**src/rtl/bkl_pkg.sv**
```systemverilog
`default_nettype none

package bkl_pkg;

    // Sequencer states of the arbiter
    typedef enum logic {
        ST_IDLE,
        ST_SWEEP
    } state_t;

    // Result status codes
    localparam logic [1:0] STATUS_OK    = 2'd0;
    localparam logic [1:0] STATUS_RANGE = 2'd1;
    localparam logic [1:0] STATUS_SAT   = 2'd2;

    // Control handed from the sequencer to every cell
    typedef struct packed {
        logic wr_en;   // write the selected cell's ticket this cycle
        logic excl;    // leave the selected cell out of the holder search
    } cell_ctl_t;

endpackage

`default_nettype wire

```
**src/rtl/bkl_cell.sv**
```systemverilog
`default_nettype none

module bkl_cell #(
    parameter int INDEX       = 0,
    parameter int TICKET_BITS = 16,
    parameter int IDW         = 4,
    parameter int CNT_W       = 5
) (
    input  wire logic                   clk,
    input  wire logic                   rst_n,
    input  wire bkl_pkg::cell_ctl_t     ctl,
    input  wire logic [CNT_W-1:0]       count,
    input  wire logic [IDW-1:0]         sel_thread,
    input  wire logic [TICKET_BITS-1:0] wr_value,
    input  wire logic                   tok_in,
    input  wire logic [TICKET_BITS-1:0] max_in,
    input  wire logic                   hv_in,
    input  wire logic [IDW-1:0]         hid_in,
    input  wire logic [TICKET_BITS-1:0] htk_in,
    output logic                        tok_out,
    output logic [TICKET_BITS-1:0]      max_out,
    output logic                        hv_out,
    output logic [IDW-1:0]              hid_out,
    output logic [TICKET_BITS-1:0]      htk_out
);
    import bkl_pkg::*;

    localparam logic [IDW-1:0]   MY_ID  = IDW'(INDEX);
    localparam logic [CNT_W-1:0] MY_POS = CNT_W'(INDEX);

    logic [TICKET_BITS-1:0] ticket_reg;
    logic [TICKET_BITS-1:0] ticket_next;
    logic                   tok_reg;
    logic [TICKET_BITS-1:0] max_reg;
    logic [TICKET_BITS-1:0] max_next;
    logic                   hv_reg;
    logic                   hv_next;
    logic [IDW-1:0]         hid_reg;
    logic [IDW-1:0]         hid_next;
    logic [TICKET_BITS-1:0] htk_reg;
    logic [TICKET_BITS-1:0] htk_next;
    logic                   part;
    logic                   cand;
    logic                   selected;

    // Decide whether this entry takes part in the sweep
    always_comb
    begin
        selected = (sel_thread == MY_ID);
        part     = (MY_POS < count);
        cand     = part && !(ctl.excl && selected) && (ticket_reg != '0);
    end

    // Fold this entry into the running maximum and holder
    always_comb
    begin
        max_next = max_in;
        if (part && (ticket_reg > max_in))
        begin
            max_next = ticket_reg;
        end
        hv_next  = hv_in;
        hid_next = hid_in;
        htk_next = htk_in;
        if (cand && (!hv_in || (ticket_reg < htk_in)))
        begin
            hv_next  = 1'b1;
            hid_next = MY_ID;
            htk_next = ticket_reg;
        end
    end

    // Take a new ticket when the sequencer writes this entry
    always_comb
    begin
        ticket_next = ticket_reg;
        if (ctl.wr_en && selected)
        begin
            ticket_next = wr_value;
        end
    end

    // Hold the ticket and the token
    always_ff @(posedge clk or negedge rst_n)
    begin
        if (!rst_n)
        begin
            ticket_reg <= '0;
            tok_reg    <= 1'b0;
        end
        else
        begin
            ticket_reg <= ticket_next;
            tok_reg    <= tok_in;
        end
    end

    // Advance the partial results to the next cell
    always_ff @(posedge clk)
    begin
        max_reg <= max_next;
        hv_reg  <= hv_next;
        hid_reg <= hid_next;
        htk_reg <= htk_next;
    end

    assign tok_out = tok_reg;
    assign max_out = max_reg;
    assign hv_out  = hv_reg;
    assign hid_out = hid_reg;
    assign htk_out = htk_reg;

endmodule

`default_nettype wire

```
**src/rtl/bakery_ticket_lock_arbiter.sv**
```systemverilog
// Bakery ticket lock arbiter. Pulse start with op (0 request, 1 release) and
// thread while busy is low; one result comes back on a one-cycle done strobe,
// and the receiver cannot stall it, so capture it in that cycle. After each
// accept a token walks the row of ticket cells one cell per cycle,
// gathering the largest ticket and the current holder, and the ticket
// is written and the result registered in the cycle the token leaves the last
// cell; busy stays high until then. The active thread count may be written
// through cfg_we and cfg_wdata whenever no item is in flight; values above
// MAX_THREADS act as MAX_THREADS.
`default_nettype none

module bakery_ticket_lock_arbiter #(
    parameter int MAX_THREADS = 16,
    parameter int TICKET_BITS = 16
) (
    input  wire logic                                  clk,
    input  wire logic                                  rst_n,
    input  wire logic                                  cfg_we,
    input  wire logic [$clog2(MAX_THREADS+1)-1:0]      cfg_wdata,
    input  wire logic                                  start,
    output logic                                       busy,
    input  wire logic                                  op,
    input  wire logic [$clog2(MAX_THREADS)-1:0]        thread,
    output logic                                       done,
    output logic [TICKET_BITS-1:0]                     assigned_ticket,
    output logic                                       holder_valid,
    output logic [$clog2(MAX_THREADS)-1:0]             holder_id,
    output logic [TICKET_BITS-1:0]                     holder_ticket,
    output logic [1:0]                                 status
);
    import bkl_pkg::*;

    localparam int IDW   = $clog2(MAX_THREADS);
    localparam int CNT_W = $clog2(MAX_THREADS + 1);
    localparam logic [CNT_W-1:0]       CNT_MAX    = CNT_W'(MAX_THREADS);
    localparam logic [TICKET_BITS-1:0] TICKET_TOP = '1;

    state_t                 state_reg;
    state_t                 state_next;
    logic [CNT_W-1:0]       active_reg;
    logic [CNT_W-1:0]       eff_count;
    logic                   accept;
    logic                   finish;
    logic                   tok_launch_reg;
    logic                   op_reg;
    logic [IDW-1:0]         thread_reg;
    logic                   in_range_reg;
    logic                   in_range;
    cell_ctl_t              ctl;

    logic [TICKET_BITS-1:0] assigned;
    logic                   sat;
    logic                   new_wins;
    logic                   do_req;
    logic [TICKET_BITS-1:0] res_assigned;
    logic                   res_hv;
    logic [IDW-1:0]         res_hid;
    logic [TICKET_BITS-1:0] res_htk;
    logic [1:0]             res_status;

    logic                   done_reg;
    logic [TICKET_BITS-1:0] assigned_reg;
    logic                   hv_reg;
    logic [IDW-1:0]         hid_reg;
    logic [TICKET_BITS-1:0] htk_reg;
    logic [1:0]             status_reg;

    // Chain taps between cells
    logic                   ch_tok [0:MAX_THREADS];
    logic [TICKET_BITS-1:0] ch_max [0:MAX_THREADS];
    logic                   ch_hv  [0:MAX_THREADS];
    logic [IDW-1:0]         ch_hid [0:MAX_THREADS];
    logic [TICKET_BITS-1:0] ch_htk [0:MAX_THREADS];

    // Cap the thread count
    assign eff_count = (active_reg > CNT_MAX) ? CNT_MAX : active_reg;
    assign in_range  = (CNT_W'(thread) < eff_count);

    // Hold the configuration register
    always_ff @(posedge clk or negedge rst_n)
    begin
        if (!rst_n)
        begin
            active_reg <= CNT_MAX;
        end
        else if (cfg_we)
        begin
            active_reg <= cfg_wdata;
        end
    end

    // Next state
    always_comb
    begin
        state_next = state_reg;
        unique case (state_reg)
            ST_IDLE:
            begin
                if (start)
                begin
                    state_next = ST_SWEEP;
                end
            end
            ST_SWEEP:
            begin
                if (ch_tok[MAX_THREADS])
                begin
                    state_next = ST_IDLE;
                end
            end
            default:
            begin
                state_next = ST_IDLE;
            end
        endcase
    end

    // Sequencer outputs
    always_comb
    begin
        busy   = 1'b1;
        accept = 1'b0;
        finish = 1'b0;
        unique case (state_reg)
            ST_IDLE:
            begin
                busy   = 1'b0;
                accept = start;
            end
            ST_SWEEP:
            begin
                finish = ch_tok[MAX_THREADS];
            end
            default:
            begin
                busy = 1'b1;
            end
        endcase
    end

    always_ff @(posedge clk or negedge rst_n)
    begin
        if (!rst_n)
        begin
            state_reg      <= ST_IDLE;
            tok_launch_reg <= 1'b0;
            done_reg       <= 1'b0;
        end
        else
        begin
            state_reg      <= state_next;
            tok_launch_reg <= accept;
            done_reg       <= finish;
        end
    end

    // Latch the item on transfer
    always_ff @(posedge clk)
    begin
        if (accept)
        begin
            op_reg       <= op;
            thread_reg   <= thread;
            in_range_reg <= in_range;
        end
    end

    // Feed the head of the chain
    assign ch_tok[0] = tok_launch_reg;
    assign ch_max[0] = '0;
    assign ch_hv[0]  = 1'b0;
    assign ch_hid[0] = '0;
    assign ch_htk[0] = '0;

    // Drive the cell controls
    always_comb
    begin
        ctl.wr_en = finish && in_range_reg;
        ctl.excl  = in_range_reg;
    end

    // Row of ticket cells
    for (genvar i = 0; i < MAX_THREADS; i++)
    begin : g_cell
        bkl_cell #(
            .INDEX       (i),
            .TICKET_BITS (TICKET_BITS),
            .IDW         (IDW),
            .CNT_W       (CNT_W)
        ) u_cell (
            .clk        (clk),
            .rst_n      (rst_n),
            .ctl        (ctl),
            .count      (eff_count),
            .sel_thread (thread_reg),
            .wr_value   (res_assigned),
            .tok_in     (ch_tok[i]),
            .max_in     (ch_max[i]),
            .hv_in      (ch_hv[i]),
            .hid_in     (ch_hid[i]),
            .htk_in     (ch_htk[i]),
            .tok_out    (ch_tok[i+1]),
            .max_out    (ch_max[i+1]),
            .hv_out     (ch_hv[i+1]),
            .hid_out    (ch_hid[i+1]),
            .htk_out    (ch_htk[i+1])
        );
    end

    // Form the ticket and the new holder from the sweep
    always_comb
    begin
        sat      = (ch_max[MAX_THREADS] == TICKET_TOP);
        assigned = sat ? TICKET_TOP : (ch_max[MAX_THREADS] + 1'b1);
        do_req   = in_range_reg && !op_reg;
        new_wins = !ch_hv[MAX_THREADS]
                   || (assigned < ch_htk[MAX_THREADS])
                   || ((assigned == ch_htk[MAX_THREADS])
                       && (thread_reg < ch_hid[MAX_THREADS]));

        res_assigned = do_req ? assigned : '0;
        res_hv       = ch_hv[MAX_THREADS];
        res_hid      = ch_hid[MAX_THREADS];
        res_htk      = ch_htk[MAX_THREADS];
        if (do_req && new_wins)
        begin
            res_hv  = 1'b1;
            res_hid = thread_reg;
            res_htk = assigned;
        end

        if (!in_range_reg)
        begin
            res_status = STATUS_RANGE;
        end
        else if (do_req && sat)
        begin
            res_status = STATUS_SAT;
        end
        else
        begin
            res_status = STATUS_OK;
        end
    end

    // Register the result
    always_ff @(posedge clk)
    begin
        if (finish)
        begin
            assigned_reg <= res_assigned;
            hv_reg       <= res_hv;
            hid_reg      <= res_hid;
            htk_reg      <= res_htk;
            status_reg   <= res_status;
        end
    end

    assign done            = done_reg;
    assign assigned_ticket = assigned_reg;
    assign holder_valid    = hv_reg;
    assign holder_id       = hid_reg;
    assign holder_ticket   = htk_reg;
    assign status          = status_reg;

endmodule

`default_nettype wire

```
**config.mk**
```make
export PLATFORM = sky130hd
export DESIGN_NAME = bakery_ticket_lock_arbiter
export DESIGN_NICKNAME = d
export VERILOG_FILES = /design/src/rtl/bkl_pkg.sv /design/src/rtl/bkl_cell.sv /design/src/rtl/bakery_ticket_lock_arbiter.sv
export SDC_FILE = /design/constraint.sdc
export NUM_CORES = 2
export LEC_CHECK = 0
export BUFFER_PORTS_ARGS = -buffer_cell sky130_fd_sc_hd__buf_2
export CELL_PAD_IN_SITES_DETAIL_PLACEMENT = 2
export CELL_PAD_IN_SITES_GLOBAL_PLACEMENT = 2
export CORE_MARGIN = 1
export CORE_UTILIZATION = 26
export CTS_BUF_LIST = sky130_fd_sc_hd__clkbuf_8
export CTS_CLUSTER_DIAMETER = 200
export CTS_CLUSTER_SIZE = 12
export DETAILED_ROUTE_END_ITERATION = 8
export PLACE_DENSITY = 0.61
export SETUP_SLACK_MARGIN = 0.3
export SLEW_MARGIN = 30
export SYNTH_ARGS = -nofsm -noshare
export SYNTH_HDL_FRONTEND = slang
export SYNTH_HIERARCHICAL = 1
export SYNTH_SLANG_ARGS = --single-unit
```
**constraint.sdc**
```tcl
create_clock -name clk -period 7.3 [get_ports clk]
set_clock_uncertainty 0.2 [all_clocks]
set_input_delay 0.365 -clock clk [delete_from_list [all_inputs] [get_ports clk]]
set_output_delay 0.365 -clock clk [all_outputs]
set_load 0.03 [all_outputs]
```
==> impl_results.md <==
- Multi-input gate area: 0.0235 sq mm
- Hold Startpoint: thread[3]
- Reg2Reg Launch Point: g_cell[15].u_cell/max_out[0]$_DFF_P_
- Yosys warnings: 6
- TNS Setup: 0 ps
- Worst R2R Setup Slack: 2480 ps
- Worst skew pair latency: 830 ps
- Worst-Margin Slew: 972 ps
- VDD IR-drop max: 150 uV
- Critical path fanouts, max: 16
- # IOs: 55
- Hold depth: 2
- Hold Vio Cnt, Final: 0
- Cells after synthesis: 3,989
- WL final: 148 mm
- Worst-path clk slew: 90 ps
- Slew Limit Fails: 0
- Static Leak: 23.8 nW
- Setup-failing EPs final: 0
- Area share of the largest cell type after synthesis: 0.258
- WHS Endpoint: thread_reg[3]$_DFFE_PP_
- Power Density: 296 mW/mm^2
- CTS tree: yes
- Fin crit period: 4820 ps
- Root buffer cell: clkbuf_8
- FP Rows: 153
- R2R depth: 13
- GRT overflow: 0
- Crit share post-route: 0.661
- Avg WL per Cell: 22.4 microns
- Area leader, netlist: dfxtp_1
- Setup crit end kind: register
- Relative slew slack: 0.352
- Layout cell share with drive strength beyond 1: 0.235
- Min-delay worst type: primary input to register
- H-tree depth: 3
- Critical Path Start Type: register
- Clock sinks: 917
- Die Ht: 422 microns
- Ranking of synthesized cells by area: dfxtp_1 (26%), dfrtp_1 (15%), ha_1 (14%)
- RSZ-0062 raised after global routing: false
- # port buffers: 54
- Most frequent cells in the layout: inv_1 (635), dfxtp_1 (592), mux2_2 (555), ha_1 (519), dfrtp_1 (279)
- CORE AREA: 0.175 sq mm
- DRC violations left: 0
- Max Fclk: 207 MHz
- Fill cell count: 19,091
- WS Path Type: register to register
- CTS Buffer Depth: 3
- Synth Register Bits: 917
- Initial cell density of the core: 0.263
- Die X: 422 microns
- RR Endpoint: holder_ticket[11]$_DFFE_PP_
- Gpl congestion: 0.800
- Number of global-route vias before repair: 33,765
- Netlist Area Pre-Place: 0.0459 sq mm
- Post-DP HPWL: 109 mm
- Layout Nets: 4,734
- DR vias/cell: 4.64
- DR pass1 iterations: 4
- Prevailing post-synth register cell: dfxtp_1
- Register area share after synthesis: 0.440
- Worst Path Arrival: 5200 ps
- EDFF count, synth: 45
- Num CTS Buffers: 86
- Initial antenna violation count: 17
- Synth cell types: 74
- Layout area overhead: 11.4%
- Leading cell type in the layout, fill and taps excluded: inv_1
- First-pass GRT wire length: 221 mm
- Total track usage: 0.166
- Vias: 30,606
- Max cap viols: 0
- Status: completed
- Syn Area/Cell: 11.5 sq um
- Worst Hold Slack: 124 ps
- Largest net degree at the start of global routing: 122
- Ys async rst share: 0.305
- Sequential standard cell area: 0.0202 sq mm
- Detailed Route Iter0 Violations: 1,217
- Die area: 0.178 sq mm
- WP data required: 7680 ps
- Post-route ant nets: 0
## cell type report
cell class,count,share of cell area
diodes,8,0.000391
clock buffers,86,0.0231
clock inverters,70,0.00626
inverters,573,0.0420
multi-input cells,2498,0.459
flip-flops and latches,917,0.395
well taps,2325,0.0569
repair buffers,125,0.0176
## where the power goes
group	internal (mW)	switching [mW]	total, mW
sequential	6.32	1.02	7.35
combinational	2.15	2.61	4.76
clock	1.12	1.90	3.02
total	9.59	5.54	15.1
## critical path, cell delays in order (launching register included)
cell	delay [ps]
dfxtp_1	440
ha_1	250
nand3_2	190
nor3_2	270
nand2_1	610
buf_4	450
and2_1	240
ha_1	330
nand2_1	70
nor4_1	260
o2111ai_1	200
o211ai_2	360
buf_4	380
mux2_4	320
## layer usage
layer  up-vias  GRT usage  share of wire
li1      14464          -              -
met1     15587      0.204           0.44
met2       360      0.297           0.50
met3       195     0.0219          0.029
met4         0     0.0499          0.030
met5         -          0              0
## cell families after synthesis
logic type	Yosys count	share of synthesized area
muxes	794	0.206
DFF	917	0.440
AOI/OAI and AO/OA	444	0.0704
xor gates and xnor gates	10	0.00191
adders and majority gates	519	0.141
and+or+nand+nor	660	0.0808
other	1	0.0000817
buffers and inverters	644	0.0593
## cells in the mapped netlist (all sizes together), types with 2 or more instances
master   count
a2111o      25
a211oi      59
a21o        24
a21oi      154
a221oi      27
a2bb2oi      7
a311oi       4
a31oi       22
and2         2
and3        19
and4         3
and4b        4
buf         53
clkbuf      18
dfrtp      279
dfxtp      592
edfxtp      45
ha         519
inv        573
mux2       790
mux2i        4
nand2      141
nand2b      43
nand3       29
nand4      123
nor2        73
nor2b       51
nor3        37
nor4        77
nor4b        4
nor4bb       6
o2111ai      2
o211ai      28
o21a         8
o21ai       77
or2         37
or4          9
xnor2        8
xor2         2
## what timing repair did
action / 4_1_cts / 5_1_grt
hold endpoints to repair: 100 / 0
resized for setup: 0 / 0
hold buffers: 21 / 0
buffers inserted: 0 / 0
## stage by stage
stage | total power [mW] | instances | utilization | setup slack (ps) | cell area, sq um
floorplan | 10.3 | 4059 | - | 3970 | 46200
global placement | 12.1 | 6413 | 0.283 | 2600 | 49400
detailed placement | 12.3 | 6415 | 0.283 | 2510 | 49400
CTS | 15.4 | 6592 | 0.293 | 2480 | 51100
global route | 16.2 | 6598 | 0.293 | 2290 | 51100
finish | 15.1 | 6602 | 0.293 | 2480 | 51100
## how the worst max path moves through the flow
| stage | start | slack [ps] | end |
|---|---|---|---|
| after floorplan | g_cell[15].u_cell/max_out[0]$_DFF_P_ | 3970 | holder_id[3]$_DFFE_PP_ |
| after detailed placement | g_cell[15].u_cell/max_out[0]$_DFF_P_ | 2510 | holder_ticket[13]$_DFFE_PP_ |
| final | g_cell[15].u_cell/max_out[0]$_DFF_P_ | 2480 | holder_ticket[11]$_DFFE_PP_ |
| after CTS | g_cell[15].u_cell/max_out[0]$_DFF_P_ | 2480 | holder_ticket[13]$_DFFE_PP_ |
| after global routing | g_cell[15].u_cell/max_out[0]$_DFF_P_ | 2290 | holder_ticket[9]$_DFFE_PP_ |
| after global placement | g_cell[15].u_cell/max_out[0]$_DFF_P_ | 2600 | holder_ticket[11]$_DFFE_PP_ |
(Power assumes the default switching activity.)
